File: src/hdl/tcch_pkg.sv
// Shared types, constants and CORDIC helpers for the tilt-compensated compass heading.
package tcch_pkg;

  localparam int CORDIC_STAGES = 16;
  localparam int TABLE_LEN     = 24;
  localparam int NSTG = (CORDIC_STAGES > TABLE_LEN) ? TABLE_LEN : CORDIC_STAGES;

  localparam int VW = 56;  // vectoring x/y width
  localparam int AW = 34;  // angle and Q30 width

  localparam logic signed [AW-1:0] ANG_PI      = 34'sh0_8000_0000;
  localparam logic signed [AW-1:0] ANG_HALF_PI = 34'sh0_4000_0000;
  localparam logic signed [AW-1:0] GAIN_Q30    = 34'sh0_26DD_3B6A;

  typedef struct packed {
    logic signed [VW-1:0] x;
    logic signed [VW-1:0] y;
    logic signed [AW-1:0] z;
    logic                 zero;
  } vec_t;

  typedef struct packed {
    logic signed [AW-1:0] x;
    logic signed [AW-1:0] y;
    logic signed [AW-1:0] a;
    logic                 neg;
  } rot_t;

  typedef struct packed {
    logic signed [15:0]   mx;
    logic signed [15:0]   my;
    logic signed [15:0]   mz;
    logic signed [15:0]   gx;
    logic signed [15:0]   gy;
    logic signed [15:0]   gz;
    logic signed [AW-1:0] sp;
    logic signed [AW-1:0] cp;
  } side_t;

  function automatic logic signed [AW-1:0] atan_tab(input logic [4:0] i);
    logic signed [AW-1:0] r;
    unique case (i)
      5'd0:  r = 34'sh20000000;
      5'd1:  r = 34'sh12E4051D;
      5'd2:  r = 34'sh09FB385B;
      5'd3:  r = 34'sh051111D4;
      5'd4:  r = 34'sh028B0D43;
      5'd5:  r = 34'sh0145D7E1;
      5'd6:  r = 34'sh00A2F61E;
      5'd7:  r = 34'sh00517C55;
      5'd8:  r = 34'sh0028BE53;
      5'd9:  r = 34'sh00145F2E;
      5'd10: r = 34'sh000A2F98;
      5'd11: r = 34'sh000517CC;
      5'd12: r = 34'sh00028BE6;
      5'd13: r = 34'sh000145F3;
      5'd14: r = 34'sh0000A2F9;
      5'd15: r = 34'sh0000517C;
      5'd16: r = 34'sh000028BE;
      5'd17: r = 34'sh0000145F;
      5'd18: r = 34'sh00000A2F;
      5'd19: r = 34'sh00000517;
      5'd20: r = 34'sh0000028B;
      5'd21: r = 34'sh00000145;
      5'd22: r = 34'sh000000A2;
      5'd23: r = 34'sh00000051;
      default: r = '0;
    endcase
    return r;
  endfunction

  // quadrant pre-rotation ahead of the vectoring chain
  function automatic vec_t pre_vec(input logic signed [VW-1:0] y,
                                   input logic signed [VW-1:0] x);
    vec_t v;
    v.x    = x;
    v.y    = y;
    v.z    = '0;
    v.zero = (x == '0) && (y == '0);
    if (x < 0) begin
      if (y >= 0) begin
        v.x = y;
        v.y = -x;
        v.z = ANG_HALF_PI;
      end else begin
        v.x = -y;
        v.y = x;
        v.z = -ANG_HALF_PI;
      end
    end
    return v;
  endfunction

  // fold into +/-pi/2 ahead of the rotation chain
  function automatic rot_t rot_init(input logic signed [AW-1:0] a);
    rot_t r;
    r.x   = GAIN_Q30;
    r.y   = '0;
    r.a   = a;
    r.neg = 1'b0;
    if (a > ANG_HALF_PI) begin
      r.a   = a - ANG_PI;
      r.neg = 1'b1;
    end else if (a < -ANG_HALF_PI) begin
      r.a   = a + ANG_PI;
      r.neg = 1'b1;
    end
    return r;
  endfunction

endpackage

File: src/hdl/tcch_rot_cell.sv
// One rotation CORDIC micro-rotation cell (sine/cosine).
module tcch_rot_cell (
  input  logic             clk,
  input  logic             rst_n,
  input  logic             en,
  input  logic [4:0]       idx,
  input  logic             vld_i,
  input  tcch_pkg::rot_t   d_i,
  input  tcch_pkg::side_t  side_i,
  output logic             vld_o,
  output tcch_pkg::rot_t   d_o,
  output tcch_pkg::side_t  side_o
);

  logic           vld_r;
  tcch_pkg::rot_t d_r, d_nxt;
  tcch_pkg::side_t side_r;

  always_comb begin
    d_nxt = d_i;
    if (d_i.a >= 0) begin
      d_nxt.x = d_i.x - (d_i.y >>> idx);
      d_nxt.y = d_i.y + (d_i.x >>> idx);
      d_nxt.a = d_i.a - tcch_pkg::atan_tab(idx);
    end else begin
      d_nxt.x = d_i.x + (d_i.y >>> idx);
      d_nxt.y = d_i.y - (d_i.x >>> idx);
      d_nxt.a = d_i.a + tcch_pkg::atan_tab(idx);
    end
  end

  always_ff @(posedge clk) begin
    if (!rst_n) begin
      vld_r <= 1'b0;
    end else if (en) begin
      vld_r <= vld_i;
    end
  end

  always_ff @(posedge clk) begin
    if (en) begin
      d_r    <= d_nxt;
      side_r <= side_i;
    end
  end

  assign vld_o  = vld_r;
  assign d_o    = d_r;
  assign side_o = side_r;

endmodule

File: config.mk
export PLATFORM = sky130hd
export DESIGN_NAME = tcch_rot_cell
export DESIGN_NICKNAME = d
export VERILOG_FILES = /design/src/hdl/tcch_pkg.sv /design/src/hdl/tcch_rot_cell.sv
export SDC_FILE = /design/constraint.sdc
export NUM_CORES = 1
export LEC_CHECK = 0
export ABC_AREA = 1
export BUFFER_PORTS_ARGS = -buffer_cell sky130_fd_sc_hd__buf_2
export CAP_MARGIN = 20
export CELL_PAD_IN_SITES_DETAIL_PLACEMENT = 1
export CELL_PAD_IN_SITES_GLOBAL_PLACEMENT = 1
export CORE_MARGIN = 5
export CORE_UTILIZATION = 39
export CTS_BUF_LIST = sky130_fd_sc_hd__clkbuf_16
export DETAILED_ROUTE_END_ITERATION = 8
export HOLD_SLACK_MARGIN = 0.05
export PLACE_DENSITY_LB_ADDON = 0.25
export SLEW_MARGIN = 20
export SYNTH_ARGS = -nofsm -noshare
export SYNTH_HDL_FRONTEND = slang
export SYNTH_SLANG_ARGS = --single-unit
File: constraint.sdc
create_clock -name clk -period 6.28 [get_ports clk]
set_input_delay 1.256 -clock clk [delete_from_list [all_inputs] [get_ports clk]]
set_output_delay 1.256 -clock clk [all_outputs]
set_load 0.05 [all_outputs]
-- Word level (Yosys, flattened, before mapping)
Memories as Yosys holds them, arrays and structs flattened.
Index checks and enable logic that the tools add are counted.
- register bits: 268
- memory bits (read-only): 1920
- word-level logic and storage cells: 27
- input port bits: 276
- memories kept: 2
- output and inout port bits: 268
- memory list (name ; words ; width ; rd ports ; clocked after Yosys merged registers in ; write ports ; RTL line ; RTL):
    (no name shown) ; 32 ; 30 ; 1 ; 0 ; 0 ; tcch_pkg.sv:42 ; unique case (i)
    (no name shown) ; 32 ; 30 ; 1 ; 0 ; 0 ; tcch_pkg.sv:42 ;
- shifts and indexed selects: 2
- muxes and demuxes: 3
- add/subtract/negate cells: 6
- $lt $le $gt $ge: 1
- operators by type and width (cell ; count):
    $add 34x34->34 ; 3
    $mux 102 ; 1
    $sub 34x34->34 ; 3
    $mux 34 ; 2
    $sshr 34x5->34 ; 2
    $ge 34x1->1 const B ; 1

-- Depth between registers and ports, before layout
- word-level depth: 4
- gate-level depth with buffers: 41
- gate-level depth less buffers: 38

-- Worst setup path before layout
OpenSTA, ideal clock, no wires.
- path kind: input to register
- start point: input idx[0]
- end point: register d_r (netlist bit d_o[28]) (data pin)
- cell stages on the path: 29
- path buffers: 3
- setup slack: 1.023 ns
- arrival: 4.998 ns
- library setup time: 0.258 ns
- required time: 6.022 ns
- cells stage by stage: buf_4 -> inv_2 -> buf_6 -> buf_6 -> ha_1 -> inv_1 -> nand2_1 -> nor2_1 -> nor2_1 -> a31oi_2 -> ha_1 -> inv_1 -> nor2_1 -> nand2_1 -> nor2_2 -> inv_2 -> o31ai_2 -> xor2_1 -> ha_1 -> a21oi_1 -> o21ai_0 -> a21oi_1 -> nand2_1 -> a21oi_1 -> o21ai_0 -> nand2_1 -> nand2_1 -> a21oi_1 -> xnor2_1
- RTL lines (what ; RTL line ; RTL):
    from (decl) ; tcch_rot_cell.sv:6 ; input logic [4:0] idx,
    to (signal assigned) ; tcch_rot_cell.sv:42 ; d_r <= d_nxt;
    to (decl) ; tcch_rot_cell.sv:16 ; tcch_pkg::rot_t d_r, d_nxt;

==> results.toml <==
[run_status]
run_status = "complete, no violations"

[routing]
drt-initial-drc-count = 1335
dr_total_vias = 20516
drt_pass1_iterations = 5
route.antenna.remaining_nets = 0
via_per_inst = 5.39
drt_wl_total_um = 84000
wire_per_inst_um = 22.1
drc = 0

[synth]
syn-mean-instance-area_um2 = 7.83
synth.distinct_cells = 59
synthCells = 2561
netlist_area_um2 = 20100
synthArstFlopShare = 0
synth_top_cell_area_share = 0.400
synth.yosys.seq_area_share = 0.401
post_synth_and_or_nand_nor_area_fraction = 0.293
post_synth_fa_ha_maj_area_fraction = 0.0704
synth_edf_count = 267
synth_compound_area_frac = 0.0993
syn-num-nets = 2948
yosysWarningCount = 0
post-synth-top-area-cell = "sky130_fd_sc_hd__edfxtp_1"
synth-seq-cells = 268
synth_top_flop_cell = "sky130_fd_sc_hd__edfxtp_1"
yosys-top-cells-area = "sky130_fd_sc_hd__edfxtp_1 (40%), sky130_fd_sc_hd__nand2_1 (14%), sky130_fd_sc_hd__nand3_1 (8.9%), sky130_fd_sc_hd__ha_1 (6.7%), sky130_fd_sc_hd__xor2_1 (5.3%)"
yosys-mux-area-fraction = 0
synth_xor_xnor_area_share = 0.0756
synth_top_family_by_area = "simple AND/OR/NAND/NOR gates"

[cts]
cts.htree.levels = 1
tritoncts = "done"
post_cts_resize_count = 0
root_buffer = "sky130_fd_sc_hd__clkbuf_16"
holdBufCountCts = 0
clk_transition_reported_paths_ps = 60
clk-insertion-delay-late_ps = 590
clock_sink_count = 268
clk_path_buf_depth = 3
post_cts_setup_buffer_count = 0
cts_made_buffers = 30

[timing]
relSlewSlack = 0.418
finalClockSkew_ps = 0
final.hold.worst_slack_ps = 561
highest_clock_rate_mhz = 180
rsz_0062_raised_after_global_routing = "no"
timing.final.hold_violations = 0
fin_tns_setup_ps = 0
maxSlewViolCount = 0
timing.final.crit_period_ps = 5550
final_period_utilization = 0.884
setup-violations-final = 0
worst_slew_pin_slew_ps = 873

[critical_path]
worst-endpoint-arrival_ps = 5890
rrSetupSlack_ps = 5600
rr_startpoint = "vld_o"
path_class = "in2reg"
worst_path_most_repeated_cell = "sky130_fd_sc_hd__nand2_1"
crit_fanout = 39
crit-reg2reg-capture = "vld_o"
critical-path-slowest-cell = "sky130_fd_sc_hd__o21ai_0"
sort_of_element_at_the_end_of_the_critical_path = "register"
worst_r2r_path_depth = 2
critPathMaxStageDelay_ps = 610
cp.required_ps = 6620
startpoint_types = "input pin"

[place]
dpl.cell_count = 3740
gpl.final_weighted_congestion = 0.979
port_buffers = 543
post-dp-hpwl_um = 69600

[min_path]
hold_path.class = "reg2reg"
hold_path_depth = 2
worst_hold_path.endpoint = "vld_o"
min_from = "vld_o"

[pwr]
power.share.clock = 0.236
switching_power_mw = 3.27
switching_share = 0.436
power-per-cell-area_nw_per_um2 = 305
comb_power_share = 0.440
internal-power_mw = 4.23
irDropWorstVdd_v = 0.000246
sequentialPowerShare = 0.323
power_leakage_nw = 11.8
design_power_total_mw = 7.50

[floorplan]
rows = 83
io_pins = 544
design.core.area_um2 = 51100
die_h_um = 237
floorplan.initialDensity = 0.393
die_w_um = 237
die_area_um2 = 56100

[finish]
final_standard_cell_utilization_of_the_core = 0.481
final_layout_size_suffix_gt1_frac = 0.221
layout-area-overhead-vs-synth_pct = 22.5
fillers = 6467
finish.net_count = 3479
layoutNonFillerInstCount = 3803

[global_route]
grt_remaining_overflow = 0
number_of_antenna_violations_at_the_first_check_in_global_routing = 12
wire_length_of_the_first_global_routing_pass_um = 126000
number_of_global_route_vias_before_repair = 21241
grt_max_degree = 102
groute.usage.overall = 0.284

[flow_run]
drv.max_cap_violation_count = 0
[worst max-delay path by stage]
stage | from | to | slack, ps | depth (start not counted)
4_1_cts | idx[1] | d_o[67] | 850 | 33
3_5_place_dp | idx[1] | d_o[67] | 240 | 33
2_1_floorplan | idx[0] | d_o[28] | 1020 | 29
6_report | idx[1] | d_o[67] | 730 | 33
5_1_grt | idx[1] | d_o[67] | 230 | 33
3_3_place_gp | idx[0] | d_o[96] | 370 | 30
[through the flow]
step	cell area (µm²)	setup WS [ps]
2_1_floorplan	20100	1020
3_3_place_gp	23500	365
3_5_place_dp	23500	237
4_1_cts	24500	849
5_1_grt	24600	225
6_report	24600	729
[state kept, by name (all words and copies together), names as in the netlist]
register / flops
d_o: 103
side_o: 164
vld_o: 1
[metal layers]
layer | vias to the layer above | part of all wire | track usage
met2 | 649 | 0.49 | 0.497
met4 | 6 | 0.019 | 0.0567
met1 | 10012 | 0.43 | 0.376
li1 | 9758 | - | -
met5 | - | 0.00031 | 0
met3 | 91 | 0.058 | 0.0439
[worst max-delay path: cells and delay by family]
kind / cells / cell delay, ps
AO/OA/AOI/OAI: 1 / 610
adder cells (fa/ha/maj): 2 / 520
buffers and inverters: 8 / 950
XOR/XNOR: 1 / 70
AND/OR/NAND/NOR: 21 / 2410
[logic make-up (layout without fill, tap and decap cells)]
group	after synthesis	count (layout)
xor+xnor	173	173
compound gates	336	336
buf+inv	288	843
other cells	0	7
simple gates	1385	1385
flops	268	268
fa+ha+maj	111	111
[cells in the mapped netlist, types with 5 or more instances]
cell type	number
sky130_fd_sc_hd__nand4_1	16
sky130_fd_sc_hd__inv_1	199
sky130_fd_sc_hd__xor2_1	121
sky130_fd_sc_hd__ha_1	108
sky130_fd_sc_hd__a21oi_1	145
sky130_fd_sc_hd__o31ai_1	5
sky130_fd_sc_hd__o21ai_0	89
sky130_fd_sc_hd__edfxtp_1	267
sky130_fd_sc_hd__nand3b_1	5
sky130_fd_sc_hd__nand2_1	756
sky130_fd_sc_hd__buf_4	6
sky130_fd_sc_hd__buf_2	27
sky130_fd_sc_hd__nor2_2	15
sky130_fd_sc_hd__buf_1	20
sky130_fd_sc_hd__a21o_1	12
sky130_fd_sc_hd__o21a_1	11
sky130_fd_sc_hd__buf_6	11
sky130_fd_sc_hd__o211ai_1	8
sky130_fd_sc_hd__inv_2	10
sky130_fd_sc_hd__clkbuf_1	15
sky130_fd_sc_hd__xnor2_1	52
sky130_fd_sc_hd__nand3_1	356
sky130_fd_sc_hd__o22ai_1	5
sky130_fd_sc_hd__nor2_1	198
sky130_fd_sc_hd__a21boi_0	6
sky130_fd_sc_hd__nand2_2	13
sky130_fd_sc_hd__a31oi_1	12
sky130_fd_sc_hd__nor3_1	9
sky130_fd_sc_hd__o21ai_1	13
[placed cells by master (no fill, tap or decap), types with 5 or more instances in the layout]
cell	n
sky130_fd_sc_hd__o21a_1	11
sky130_fd_sc_hd__xnor2_1	52
sky130_fd_sc_hd__a21boi_0	6
sky130_fd_sc_hd__o21ai_0	89
sky130_fd_sc_hd__o211ai_1	8
sky130_fd_sc_hd__inv_2	10
sky130_fd_sc_hd__inv_1	202
sky130_fd_sc_hd__xor2_1	121
sky130_fd_sc_hd__a21o_1	12
sky130_fd_sc_hd__edfxtp_1	267
sky130_fd_sc_hd__nand3b_1	5
sky130_fd_sc_hd__buf_2	542
sky130_fd_sc_hd__nand3_1	356
sky130_fd_sc_hd__nand4_1	16
sky130_fd_sc_hd__nand2_1	756
sky130_fd_sc_hd__clkinv_2	8
sky130_fd_sc_hd__o22ai_1	5
sky130_fd_sc_hd__diode_2	7
sky130_fd_sc_hd__ha_1	108
sky130_fd_sc_hd__nor2_2	15
sky130_fd_sc_hd__nand2_2	13
sky130_fd_sc_hd__buf_12	7
sky130_fd_sc_hd__nor3_1	9
sky130_fd_sc_hd__a31oi_1	12
sky130_fd_sc_hd__o31ai_1	5
sky130_fd_sc_hd__a21oi_1	145
sky130_fd_sc_hd__o21ai_1	13
sky130_fd_sc_hd__buf_4	28
sky130_fd_sc_hd__clkbuf_16	30
sky130_fd_sc_hd__nor2_1	198
[cell type report]
type | count | area, µm² | share of cell area
inverters | 209 | 785 | 0.0319
clock buffers | 30 | 751 | 0.0306
repair buffers | 578 | 3080 | 0.125
diodes | 7 | 17.5 | 0.000713
well taps | 680 | 851 | 0.0346
clock inverters | 26 | 246 | 0.0100
multi-input cells | 2005 | 10800 | 0.440
flip-flops and latches | 268 | 8040 | 0.327
[power groups by stage]
stage	clock network [mW]	registers [mW]	logic, mW
after global placement	0	2.45	3.23
final	1.77	2.42	3.30
after detailed placement	0	2.45	3.28
after floorplan	0	3.44	1.36
after CTS	1.83	2.43	3.30
after global routing	1.91	2.45	3.54
Power figures use the tool's default switching activity.
